==> config.mk <==
export PLATFORM = sky130hd
export DESIGN_NAME = rgb_to_hsv_approx_pixel
export DESIGN_NICKNAME = d
export VERILOG_FILES = /design/src/design/rhsv_pkg.sv /design/src/design/rhsv_rescale.sv /design/src/design/rhsv_hue.sv /design/src/design/rgb_to_hsv_approx_pixel.sv
export VERILOG_INCLUDE_DIRS = /design/src /design/src/design
export SDC_FILE = /design/constraint.sdc
export NUM_CORES = 2
export LEC_CHECK = 0
export ABC_AREA = 0
export ABC_CLOCK_PERIOD_IN_PS = 10700
export BUFFER_PORTS_ARGS = -buffer_cell sky130_fd_sc_hd__clkbuf_2
export CAP_MARGIN = 20
export CORE_MARGIN = 5
export CORE_UTILIZATION = 50
export DETAILED_ROUTE_END_ITERATION = 8
export GPL_TIMING_DRIVEN = 1
export PLACE_DENSITY = 0.68
export SYNTH_ARGS = -nofsm -noshare
export SYNTH_HDL_FRONTEND = slang
export SYNTH_SLANG_ARGS = --single-unit
==> constraint.sdc <==
create_clock -name aclk -period 10.7 [get_ports aclk]
set_clock_uncertainty 0.05 [all_clocks]
set_input_delay 2.14 -clock aclk [delete_from_list [all_inputs] [get_ports aclk]]
set_output_delay 2.14 -clock aclk [all_outputs]
set_load 0.01 [all_outputs]
==> src/design/rgb_to_hsv_approx_pixel_assert.svh <==
// assertion macros for the rgb to hsv pixel converter
// no dependencies; included by the top level inside its module body
`ifndef RGB_TO_HSV_APPROX_PIXEL_ASSERT_SVH
`define RGB_TO_HSV_APPROX_PIXEL_ASSERT_SVH

// same-cycle implication, disabled while reset is held
`define RHSV_ASSERT_NOW(label, clk, rstn, ante, cons) \
    label: assert property (@(posedge clk) disable iff (!(rstn)) (ante) |-> (cons)) \
        else $error("rhsv assertion failed");

// next-cycle implication, disabled while reset is held
`define RHSV_ASSERT_NEXT(label, clk, rstn, ante, cons) \
    label: assert property (@(posedge clk) disable iff (!(rstn)) (ante) |=> (cons)) \
        else $error("rhsv assertion failed");

`endif

==> src/design/rhsv_pkg.sv <==
// shared types, hue constants and elaboration-time lookup tables
// for the rgb to hsv pixel converter; no dependencies
package rhsv_pkg;

    // one pixel, three 8-bit channels
    typedef struct packed {
        logic [7:0] red;
        logic [7:0] green;
        logic [7:0] blue;
    } rgb_t;

    // hue anchors on the 256-step wheel
    localparam logic [7:0] WHEEL_RED         = 8'd0;
    localparam logic [7:0] WHEEL_ORANGE      = 8'd32;
    localparam logic [7:0] WHEEL_YELLOW      = 8'd64;
    localparam logic [7:0] WHEEL_GREEN       = 8'd96;
    localparam logic [7:0] WHEEL_AQUA        = 8'd128;
    localparam logic [7:0] WHEEL_BLUE        = 8'd160;
    localparam logic [7:0] WHEEL_PURPLE      = 8'd192;
    localparam logic [7:0] WHEEL_PURPLE_PINK = 8'd208;
    localparam logic [7:0] WHEEL_AQUA_BLUE   = 8'd136;

    // slope factors (fractions of 256)
    localparam logic [7:0] FRAC_32_85  = 8'd96;
    localparam logic [7:0] FRAC_32_170 = 8'd48;
    localparam logic [7:0] FRAC_8_42   = 8'd48;
    localparam logic [7:0] FRAC_24_128 = 8'd48;
    localparam logic [7:0] FRAC_48_128 = 8'd96;
    localparam logic [7:0] YEL_RED_K   = 8'd47;
    localparam logic [7:0] YEL_GREEN_K = 8'd96;

    // branch offsets and pivots
    localparam logic [7:0] PIVOT_171  = 8'd171;
    localparam logic [7:0] PIVOT_85   = 8'd85;
    localparam logic [7:0] PIVOT_128  = 8'd128;
    localparam logic [7:0] ORANGE_OFS = 8'd170;
    localparam logic [7:0] ORANGE_FLR = 8'd4;

    // (i * (k + 1)) >> 8
    function automatic logic [7:0] scale8(input logic [7:0] i, input logic [7:0] k);
        logic [16:0] prod;
        prod = 17'(i) * (17'(k) + 17'd1);
        return prod[15:8];
    endfunction

    // subtract clamped at zero
    function automatic logic [7:0] ssub8(input logic [7:0] a, input logic [7:0] b);
        return (a > b) ? (a - b) : 8'd0;
    endfunction

    // floor square root of a 16-bit value, table building only
    function automatic logic [7:0] isqrt16(input logic [15:0] x);
        logic [16:0] rem;
        logic [16:0] root;
        logic [16:0] bt;
        rem  = {1'b0, x};
        root = '0;
        bt   = 17'h04000;
        for (int i = 0; i < 8; i++) begin
            if (rem >= root + bt) begin
                rem  = rem - (root + bt);
                root = (root >> 1) + bt;
            end else begin
                root = root >> 1;
            end
            bt = bt >> 2;
        end
        return root[7:0];
    endfunction

    // 65535 / d by restoring long division, table building only
    function automatic logic [15:0] recip16(input logic [7:0] d);
        logic [15:0] quo;
        logic [8:0]  rem;
        logic [15:0] num;
        num = 16'hFFFF;
        rem = '0;
        quo = '0;
        for (int i = 15; i >= 0; i--) begin
            rem = {rem[7:0], num[i]};
            if (rem >= {1'b0, d}) begin
                rem    = rem - {1'b0, d};
                quo[i] = 1'b1;
            end
        end
        return quo;
    endfunction

    // floor(sqrt(i * 256))
    function automatic logic [255:0][7:0] build_sqrt_lut();
        logic [255:0][7:0] lut;
        for (int i = 0; i < 256; i++) begin
            lut[i] = isqrt16({8'(i), 8'h00});
        end
        return lut;
    endfunction

    // 65535 / s with s = 255 - sqrt(desat * 256), zero forced to one
    function automatic logic [255:0][15:0] build_kdesat_lut();
        logic [255:0][15:0] lut;
        logic [7:0]         s;
        for (int i = 0; i < 256; i++) begin
            s = 8'hFF - isqrt16({8'(i), 8'h00});
            if (s == 8'd0) begin
                s = 8'd1;
            end
            lut[i] = recip16(s);
        end
        return lut;
    endfunction

    // 65535 / total, zero forced to one
    function automatic logic [255:0][15:0] build_ktotal_lut();
        logic [255:0][15:0] lut;
        for (int i = 0; i < 256; i++) begin
            lut[i] = recip16((i == 0) ? 8'd1 : 8'(i));
        end
        return lut;
    endfunction

    localparam logic [255:0][7:0]  SQRT_LUT   = build_sqrt_lut();
    localparam logic [255:0][15:0] KDESAT_LUT = build_kdesat_lut();
    localparam logic [255:0][15:0] KTOTAL_LUT = build_ktotal_lut();

endpackage

==> src/design/rhsv_rescale.sv <==
// channel rescale: each channel times a 16-bit factor, bits 15:8 kept
// depends on rhsv_pkg (rgb_t)
module rhsv_rescale (
    input  rhsv_pkg::rgb_t pix_in,
    input  logic [15:0]    factor,
    input  logic           enable,
    output rhsv_pkg::rgb_t pix_out
);
    import rhsv_pkg::*;

    logic [23:0] prod_r;
    logic [23:0] prod_g;
    logic [23:0] prod_b;

    // three parallel 8x16 multipliers
    assign prod_r = 24'(pix_in.red)   * 24'(factor);
    assign prod_g = 24'(pix_in.green) * 24'(factor);
    assign prod_b = 24'(pix_in.blue)  * 24'(factor);

    // keep the wrapped byte, or pass through when disabled
    always_comb begin
        if (enable) begin
            pix_out.red   = prod_r[15:8];
            pix_out.green = prod_g[15:8];
            pix_out.blue  = prod_b[15:8];
        end else begin
            pix_out = pix_in;
        end
    end

endmodule

==> src/design/rhsv_hue.sv <==
// hue from the rescaled channels, branching on the largest channel
// depends on rhsv_pkg (rgb_t, hue constants, scale8, ssub8)
module rhsv_hue (
    input  rhsv_pkg::rgb_t pix,
    output logic [7:0]     hue
);
    import rhsv_pkg::*;

    logic       red_top;
    logic       green_top;
    logic [7:0] base;
    logic [7:0] orange_m;
    logic [7:0] yel_sum;

    // red wins ties over green, green over blue
    assign red_top   = (pix.red >= pix.green) && (pix.red >= pix.blue);
    assign green_top = !red_top && (pix.green >= pix.blue);

    assign orange_m = pix.green + ORANGE_OFS - pix.red;
    assign yel_sum  = scale8(ssub8(PIVOT_171, pix.red), YEL_RED_K)
                    + scale8(ssub8(pix.green, PIVOT_171), YEL_GREEN_K);

    // per-sector hue before the final offset of one
    always_comb begin
        if (red_top) begin
            if (pix.green == 8'd0) begin
                base = WHEEL_PURPLE_PINK + scale8(ssub8(pix.red, PIVOT_128), FRAC_48_128);
            end else if ({1'b0, pix.red} > {pix.green, 1'b0}) begin
                base = WHEEL_RED + scale8(pix.green, FRAC_32_85);
            end else begin
                base = WHEEL_ORANGE + scale8(ssub8(orange_m, ORANGE_FLR), FRAC_32_170);
            end
        end else if (green_top) begin
            if (pix.blue == 8'd0) begin
                base = WHEEL_YELLOW + {1'b0, yel_sum[7:1]};
            end else if ({1'b0, pix.green} > {pix.blue, 1'b0}) begin
                base = WHEEL_GREEN + scale8(pix.blue, FRAC_32_85);
            end else begin
                base = WHEEL_AQUA + scale8(ssub8(pix.blue, PIVOT_85), FRAC_8_42);
            end
        end else begin
            if (pix.red == 8'd0) begin
                base = WHEEL_AQUA_BLUE + scale8(ssub8(pix.blue, PIVOT_128), FRAC_24_128);
            end else if ({1'b0, pix.blue} > {pix.red, 1'b0}) begin
                base = WHEEL_BLUE + scale8(pix.red, FRAC_32_85);
            end else begin
                base = WHEEL_PURPLE + scale8(ssub8(pix.red, PIVOT_85), FRAC_32_85);
            end
        end
    end

    assign hue = base + 8'd1;

endmodule

==> src/design/rgb_to_hsv_approx_pixel.sv <==
// top level of the approximate rgb to hsv pixel converter, six-stage pipeline
// depends on rhsv_pkg, rhsv_rescale, rhsv_hue and rgb_to_hsv_approx_pixel_assert.svh
//
//   channel   handshake            payload
//   s_        s_valid / s_ready    s_red, s_green, s_blue
//   m_        m_valid / m_ready    m_hue, m_saturation, m_brightness
//
// one pixel per clock sustained while m_ready holds high; each result passes
// through the six register stages (min, table lookup, first rescale, sum and
// second lookup, second rescale and value, hue)
// every stage holds its own valid bit and only stalls when the stage after it
// is full and stalled, so bubbles close up under back pressure
// synchronous active-low reset clears the valid bits only
module rgb_to_hsv_approx_pixel (
    input  logic       aclk,
    input  logic       aresetn,
    input  logic       s_valid,
    output logic       s_ready,
    input  logic [7:0] s_red,
    input  logic [7:0] s_green,
    input  logic [7:0] s_blue,
    output logic       m_valid,
    input  logic       m_ready,
    output logic [7:0] m_hue,
    output logic [7:0] m_saturation,
    output logic [7:0] m_brightness
);
    import rhsv_pkg::*;

    localparam int NSTG = 6;
    localparam int LAST = NSTG - 1;

    logic [NSTG-1:0] vld_reg;
    logic [NSTG-1:0] vld_next;
    logic [NSTG-1:0] adv;

    // stage 1: minimum removed
    rgb_t        st1_pix_reg,   st1_pix_next;
    logic [7:0]  st1_desat_reg, st1_desat_next;
    // stage 2: lookups from the minimum
    rgb_t        st2_pix_reg;
    logic [15:0] st2_k_reg,     st2_k_next;
    logic [7:0]  st2_sq_reg,    st2_sq_next;
    logic [7:0]  st2_desat_reg;
    logic        st2_grey_reg,  st2_grey_next;
    // stage 3: first rescale
    rgb_t        st3_pix_reg,   st3_pix_next;
    logic [7:0]  st3_sq_reg;
    logic [7:0]  st3_desat_reg;
    logic        st3_grey_reg;
    // stage 4: channel sum and second factor
    rgb_t        st4_pix_reg;
    logic [15:0] st4_k_reg,     st4_k_next;
    logic        st4_en_reg,    st4_en_next;
    logic [9:0]  st4_total_reg, st4_total_next;
    logic [7:0]  st4_sq_reg;
    logic [7:0]  st4_desat_reg;
    logic        st4_grey_reg;
    // stage 5: second rescale and value
    rgb_t        st5_pix_reg,   st5_pix_next;
    logic [7:0]  st5_v_reg,     st5_v_next;
    logic [7:0]  st5_sq_reg;
    logic        st5_grey_reg;
    // stage 6: output register
    logic [7:0]  hue_reg,       hue_next;
    logic [7:0]  sat_reg,       sat_next;
    logic [7:0]  bright_reg,    bright_next;

    logic [9:0]  total_fix;
    logic [10:0] v_sum;
    logic [7:0]  hue_raw;

    // stall chain: a stage moves when empty or when its successor moves
    always_comb begin
        adv[LAST] = !vld_reg[LAST] || m_ready;
        for (int i = LAST - 1; i >= 0; i--) begin
            adv[i] = !vld_reg[i] || adv[i+1];
        end
    end

    assign s_ready = adv[0];
    assign m_valid = vld_reg[LAST];

    // valid bits follow the data
    always_comb begin
        vld_next = vld_reg;
        if (adv[0]) begin
            vld_next[0] = s_valid;
        end
        for (int i = 1; i < NSTG; i++) begin
            if (adv[i]) begin
                vld_next[i] = vld_reg[i-1];
            end
        end
    end

    always_ff @(posedge aclk) begin
        if (!aresetn) begin
            vld_reg <= '0;
        end else begin
            vld_reg <= vld_next;
        end
    end

    // stage 1 logic: smallest channel and its removal
    always_comb begin
        st1_desat_next = s_red;
        if (s_green < st1_desat_next) begin
            st1_desat_next = s_green;
        end
        if (s_blue < st1_desat_next) begin
            st1_desat_next = s_blue;
        end
        st1_pix_next.red   = s_red   - st1_desat_next;
        st1_pix_next.green = s_green - st1_desat_next;
        st1_pix_next.blue  = s_blue  - st1_desat_next;
    end

    // stage 2 logic: root of the minimum and the first factor
    // (minimum zero gives factor 257, which leaves each channel unchanged)
    always_comb begin
        st2_grey_next = (st1_pix_reg == '0);
        st2_sq_next   = SQRT_LUT[st1_desat_reg];
        st2_k_next    = KDESAT_LUT[st1_desat_reg];
    end

    // stage 3 logic: first rescale
    rhsv_rescale u_rescale_sat (
        .pix_in  (st2_pix_reg),
        .factor  (st2_k_reg),
        .enable  (1'b1),
        .pix_out (st3_pix_next)
    );

    // stage 4 logic: channel sum, second factor when the sum is below 255
    always_comb begin
        st4_total_next = 10'(st3_pix_reg.red) + 10'(st3_pix_reg.green)
                       + 10'(st3_pix_reg.blue);
        st4_en_next    = (st4_total_next < 10'd255);
        st4_k_next     = KTOTAL_LUT[st4_total_next[7:0]];
    end

    // stage 5 logic: second rescale
    rhsv_rescale u_rescale_total (
        .pix_in  (st4_pix_reg),
        .factor  (st4_k_reg),
        .enable  (st4_en_reg),
        .pix_out (st5_pix_next)
    );

    // stage 5 logic: value from minimum plus sum, saturating, then root
    always_comb begin
        total_fix = (st4_total_reg == 10'd0) ? 10'd1 : st4_total_reg;
        v_sum     = 11'(st4_desat_reg) + 11'(total_fix);
        if (st4_total_reg > 10'd255) begin
            st5_v_next = 8'hFF;
        end else if (v_sum >= 11'd255) begin
            st5_v_next = 8'hFF;
        end else begin
            st5_v_next = SQRT_LUT[v_sum[7:0]];
        end
    end

    // stage 6 logic: hue and grey override
    rhsv_hue u_hue (
        .pix (st5_pix_reg),
        .hue (hue_raw)
    );

    always_comb begin
        if (st5_grey_reg) begin
            hue_next    = WHEEL_RED;
            sat_next    = 8'd0;
            bright_next = st5_sq_reg;
        end else begin
            hue_next    = hue_raw;
            sat_next    = ~st5_sq_reg;
            bright_next = st5_v_reg;
        end
    end

    // payload registers, loaded when their stage moves
    always_ff @(posedge aclk) begin
        if (adv[0]) begin
            st1_pix_reg   <= st1_pix_next;
            st1_desat_reg <= st1_desat_next;
        end
        if (adv[1]) begin
            st2_pix_reg   <= st1_pix_reg;
            st2_k_reg     <= st2_k_next;
            st2_sq_reg    <= st2_sq_next;
            st2_desat_reg <= st1_desat_reg;
            st2_grey_reg  <= st2_grey_next;
        end
        if (adv[2]) begin
            st3_pix_reg   <= st3_pix_next;
            st3_sq_reg    <= st2_sq_reg;
            st3_desat_reg <= st2_desat_reg;
            st3_grey_reg  <= st2_grey_reg;
        end
        if (adv[3]) begin
            st4_pix_reg   <= st3_pix_reg;
            st4_k_reg     <= st4_k_next;
            st4_en_reg    <= st4_en_next;
            st4_total_reg <= st4_total_next;
            st4_sq_reg    <= st3_sq_reg;
            st4_desat_reg <= st3_desat_reg;
            st4_grey_reg  <= st3_grey_reg;
        end
        if (adv[4]) begin
            st5_pix_reg   <= st5_pix_next;
            st5_v_reg     <= st5_v_next;
            st5_sq_reg    <= st4_sq_reg;
            st5_grey_reg  <= st4_grey_reg;
        end
        if (adv[5]) begin
            hue_reg       <= hue_next;
            sat_reg       <= sat_next;
            bright_reg    <= bright_next;
        end
    end

    assign m_hue        = hue_reg;
    assign m_saturation = sat_reg;
    assign m_brightness = bright_reg;

    // checks on the pipeline and the grey path
    `include "rgb_to_hsv_approx_pixel_assert.svh"

    `RHSV_ASSERT_NEXT(a_accept_fills_first, aclk, aresetn, s_valid && s_ready, vld_reg[0])
    `RHSV_ASSERT_NEXT(a_stall_holds_stage, aclk, aresetn, vld_reg[LAST-1] && !adv[LAST-1], vld_reg[LAST-1] && $stable(st5_pix_reg) && $stable(st5_v_reg))
    `RHSV_ASSERT_NOW(a_no_sat_no_hue, aclk, aresetn, m_valid && (m_saturation == 8'd0), m_hue == WHEEL_RED)

endmodule

Yosys cells after proc, flatten, opt, wreduce, memory -nomap -nowiden
Memory sizes are Yosys's and may differ from the RTL's. A register that Yosys moved wholly into a read port is not among the register bits.
Index checks and enable logic that the tools add are counted.
W data, S select, Z words.

storage, ports and cells
  register bits after elaboration = 221
  bits in read-only memories = 12,288
  bits of input ports = 28
  output and inout port bits = 26
  logic and storage cells = 142
  memories kept = 4

cells by class
  add/sub/neg operators = 25
  multiply operators = 16
  magnitude comparators = 18
  muxes and demuxes = 20
  bitwise gates (word level) = 1
  reduce and logical (&&, ||, !) cells = 21

memories
  name             depth  bits a word  read ports  clocked after memory_dff  wr ports  RTL line                        RTL
  (no name shown)  256    16           1           1                         0         rgb_to_hsv_approx_pixel.sv:140  st4_k_next = KTOTAL_LUT[st4_total_next[7:0]];
  (no name shown)  256    16           1           1                         0         rgb_to_hsv_approx_pixel.sv:124  st2_k_next = KDESAT_LUT[st1_desat_reg];
  (no name shown)  256    8            1           1                         0         rgb_to_hsv_approx_pixel.sv:160  st5_v_next = SQRT_LUT[v_sum[7:0]];
  (no name shown)  256    8            1           1                         0         rgb_to_hsv_approx_pixel.sv:123  st2_sq_next = SQRT_LUT[st1_desat_reg];

operator list
  kind                    number
  $mux W8                 18
  $mul A8 B16 Y16         6
  $mul A8 B7 Y15 const B  6
  $mul A8 B6 Y14 const B  3
  $sub A8 B8 Y8           4
  $gt A8 B9 Y1            3
  $add A8 B7 Y8 const A   3
  $ge A8 B8 Y1            3
  $gt A8 B8 Y1 const B    3
  $logic_not A24 Y1       1
  $logic_not A8 Y1        3
  $mux W24                1
  $sub A8 B8 Y8 const B   3
  $add A7 B7 Y8 const A   2
  $add A8 B6 Y8 const A   2
  $gt A8 B7 Y1 const B    2
  $lt A8 B8 Y1            2
  $sub A8 B7 Y8 const B   2
  $add A8 B10 Y11         1
  $ge A11 B8 Y1 const B   1
  $add A9 B8 Y10          1
  $gt A10 B8 Y1 const B   1
  $logic_not A10 Y1       1
  $lt A10 B8 Y1 const B   1
  16 further kinds        28

Depth between registers and ports, before layout
  depth after elaboration = 10
  mapped depth = 30
  depth with buffers taken out = 29

By module
From an unflattened synthesis, not the netlist that was laid out.

second synthesis, totals
  cells, all modules = 5,237
  area, all modules = 45,581.2 sq um

by module, submodules not included
  module                          times used  cells each  area an instance (sq um)  sequential area each (sq um)
  rgb_to_hsv_approx_pixel         1           2,153       19,224.7                  8,017.7
  rhsv_hue                        1           1,155       9,708.1                   0.0
  rhsv_rescale (u_rescale_sat)    1           970         8,341.8                   0.0
  rhsv_rescale (u_rescale_total)  1           959         8,306.7                   0.0

Worst setup path after synthesis
Ideal clock, no wire load.

  path type = input to register
  start point = input port s_red[1]
  end point = register st1_pix_reg[15] in the netlist's numbering (data pin)
  library setup time = 0.266 ns
  data arrival time = 6.950 ns
  data required time = 10.384 ns
  path slack = 3.433 ns
  stages = 28
  buffers on the path = 1
  path through = inv_1 > ha_1 > a21o_1 > a21o_1 > a21oi_1 > nor2b_1 > o21ai_0 > a21o_1 > buf_2 > mux2i_1 > ha_1 > a21o_1 > a211oi_1 > nand2_1 > a211oi_1 > a311oi_1 > o221ai_2 > mux2_2 > inv_1 > ha_1 > a21oi_1 > o21ai_0 > a21oi_1 > o21bai_1 > a21o_1 > a21oi_1 > xor2_1 > xnor2_1

RTL lines
  what                  RTL line                        RTL
  start, declared       rgb_to_hsv_approx_pixel.sv:19   input logic [7:0] s_red,
  end signal, assigned  rgb_to_hsv_approx_pixel.sv:185  st1_pix_reg <= st1_pix_next;
  end, declared         rgb_to_hsv_approx_pixel.sv:38   rgb_t st1_pix_reg, st1_pix_next;

==> impl_metrics.env <==
export IMPL_cp_start_kind="primary input"
export IMPL_initial_core_util_pct=50.2
export IMPL_synth_edff_count=263
export IMPL_yosysUniqueCellTypes=105
export IMPL_netlist_instances=4954
export IMPL_grt_overflow=0
export IMPL_rows=108
export IMPL_vias=35600
export IMPL_core_area_sq_um=86500
export IMPL_async_reset_ff_share_pct=0
export IMPL_period_share_pct=72.2
export IMPL_post_cts_setup_buffers=0
export IMPL_hpwl_mm=86.7
export IMPL_grt_pass1_wl_mm=190
export IMPL_diodes=0
export IMPL_whs_path_depth=0
export IMPL_outcome="complete, no violations"
export IMPL_wl_per_cell_um=19.4
export IMPL_clk_pin_slew_ns=0.06
export IMPL_holdCritStartpoint="st4_sq_reg[6]"
export IMPL_fin_setup_tns_ns=0
export IMPL_yosysWarnings=0
export IMPL_grt_max_degree=74
export IMPL_reg2reg_to="m_hue[6]"
export IMPL_period_needed_ns=7.73
export IMPL_grtUsageTotal_pct=24.4
export IMPL_cap_violations=0
export IMPL_antenna_found_initial=2
export IMPL_hold_class="reg -> reg"
export IMPL_cp_arrival_ns=7.99
export IMPL_cts_tree="built"
export IMPL_syn_area_per_cell_sq_um=8.76
export IMPL_crit_type="in -> reg"
export IMPL_ctsRootBufferMaster="clkbuf_16"
export IMPL_cp_end_kind="flop"
export IMPL_cts_sinks=269
export IMPL_required_ns=10.96
export IMPL_max_freq_mhz=129
export IMPL_r2r_slack_ns=3.69
export IMPL_r2r_start="st5_pix_reg[8]"
export IMPL_numCtsBuffers=30
export IMPL_postLayoutCellArea_sq_um=45400
export IMPL_io_pins=54
export IMPL_finish_net_count=5808
export IMPL_hold_slack_ns=0.368
export IMPL_placed_cell_area_sq_um=44500
export IMPL_synth_fp_nets=5962
export IMPL_layout_drive_gt1_share_pct=5.51
export IMPL_min_to="st5_sq_reg[6]"
export IMPL_synthToLayoutAreaGrowth_pct=4.72
export IMPL_synth_seq_cells=269
export IMPL_die_y_um=305
export IMPL_grt_pass1_vias=35400
export IMPL_viasPerCell=5.95
export IMPL_drt_total_wl_mm=116
export IMPL_cts_htree_levels=1
export IMPL_clk_path_buf_depth=3
export IMPL_setup_viol_count_final=0
export IMPL_fillers=8059
export IMPL_drtAntennaViolNets=0
export IMPL_drcViolationCount=0
export IMPL_ff2ff_path_depth=25
export IMPL_max_slew_worst_pin_slew_ns=1.06
export IMPL_synth_top_flop_cell="edfxtp_1"
export IMPL_worst_path_max_fanout=10
export IMPL_hold_viol_final=0
export IMPL_ctsResizeCount=0
export IMPL_drt_pass1_iterations=9
export IMPL_rsz0062_at_grt="no"
export IMPL_dieArea_sq_um=92800
export IMPL_drt_iter0_markers=3597
export IMPL_ys_seq_area_share_pct=18.5
export IMPL_slew_viol_final=0
export IMPL_clk_latency_ns=0.59
export IMPL_slew_headroom_pct=29.4
export IMPL_fp_dieW_um=305
export IMPL_holdBufCountCts=0
export IMPL_io_buffers=53
export IMPL_synth_area_sq_um=43400
export IMPL_place_congestion=0.983
kinds of logic after synthesis:
group / count (synthesis) / synth area share, %
and+or+nand+nor: 1499 / 16.3
AOI/OAI and AO/OA: 1032 / 15.7
adders and majority gates: 985 / 34.9
buffers and inverters: 846 / 7.34
DFF: 269 / 18.5
xor gates and xnor gates: 245 / 5.01
muxes: 76 / 2.37
other: 2 / 0.0173
critical path, stage by stage:
cell	delay, ns
clkbuf_2	0.16
inv_1	0.06
ha_1	0.28
a21o_1	0.15
a21o_1	0.17
a21oi_1	0.15
nor2b_1	0.05
o21ai_0	0.22
a21o_1	0.44
mux2i_1	0.29
ha_1	0.28
a21o_1	0.16
a211oi_1	0.31
nand2_1	0.10
a211oi_1	0.18
a311oi_1	0.09
o221ai_2	0.58
mux2_2	0.42
inv_1	0.21
ha_1	0.28
a21oi_1	0.15
o21ai_0	0.14
a21oi_1	0.19
o21bai_1	0.11
a21o_1	0.19
a21oi_1	0.20
xor2_1	0.19
xnor2_1	0.08
cells in the final DEF, fill, tap and decap left out, types with 39 or more instances in the layout:
cell type	netlist	routed
a31oi_1	39	39
nor2_1	312	312
and2_1	294	294
a211oi_1	62	62
xnor2_1	167	161
a21oi_1	292	292
nand2_1	576	574
o211ai_1	50	50
clkbuf_2	0	53
edfxtp_1	263	263
fa_1	375	374
o21ai_0	226	226
nand3_1	58	58
a311oi_1	39	39
xor2_1	75	73
inv_1	545	542
ha_1	605	605
nor3_1	78	78
a21o_1	45	45
buf_4	1	57
layout make-up:
cell class                      instances  area (sq um)  area share (%)
Clock inverter                         14           110           0.242
Sequential cell                       269          8020            17.6
Clock buffer                           42           837            1.84
Multi-Input combinational cell       3839         32300            71.0
Tap cell                             1155          1450            3.18
Inverter                              550          2060            4.54
Timing Repair Buffer                  110           693            1.53
stage by stage:
stage               util, %  worst slack, ns  instances
CTS                    52.5             2.97       5979
finish                 52.5             2.97       5979
global placement       51.4             2.39       5923
floorplan                 -             3.43       4954
detailed placement     51.4             2.38       5923
global route           52.5             2.48       5979
synth_stat cells, types with 13 or more instances:
cell type	instances	area [sq um]
a211oi_1	62	465
a21o_1	45	338
a21oi_1	292	1460
a221oi_1	15	131
a311oi_1	39	342
a31oi_1	39	244
and2_1	294	1840
and3_1	19	119
buf_1	36	135
clkbuf_1	253	950
edfxtp_1	263	7900
fa_1	375	7510
ha_1	605	7570
inv_1	545	2050
mux2_2	32	360
mux2i_1	24	240
mux4_2	18	405
nand2_1	576	2160
nand2b_1	37	231
nand3_1	58	290
nand4_1	24	150
nor2_1	312	1170
nor2b_1	25	156
nor3_1	78	390
nor4_1	13	81.3
o211ai_1	50	375
o21a_1	26	195
o21ai_0	226	1130
o21bai_1	25	188
o221ai_1	14	123
o22ai_1	30	188
o311ai_0	25	219
o31ai_1	17	128
or2_2	13	81.3
or3_1	16	100
xnor2_1	167	1460
xor2_1	75	657
worst max-delay path by stage:
stage,start,endpoint,slack [ns],cells after the start
2_1_floorplan,s_red[1],st1_pix_reg[15],3.43,28
3_3_place_gp,s_red[1],st1_pix_reg[15],2.39,28
3_5_place_dp,s_red[1],st1_pix_reg[15],2.38,28
4_1_cts,s_red[1],st1_pix_reg[15],2.97,28
5_1_grt,s_red[1],st1_pix_reg[15],2.48,28
6_report,s_red[1],st1_pix_reg[15],2.97,28
per-layer routing:
metal / up-vias / share of wire, % / GRT usage, %
met1: 17200 / 43 / 33.4
met5: - / 0 / 0
met3: 281 / 6.4 / 2.26
li1: 16600 / - / -
met2: 1432 / 47 / 41.0
met4: 0 / 3.8 / 8.36
Power is not shown: default switching activity piles up to over one toggle a cycle in this logic, so the estimate is an artifact.
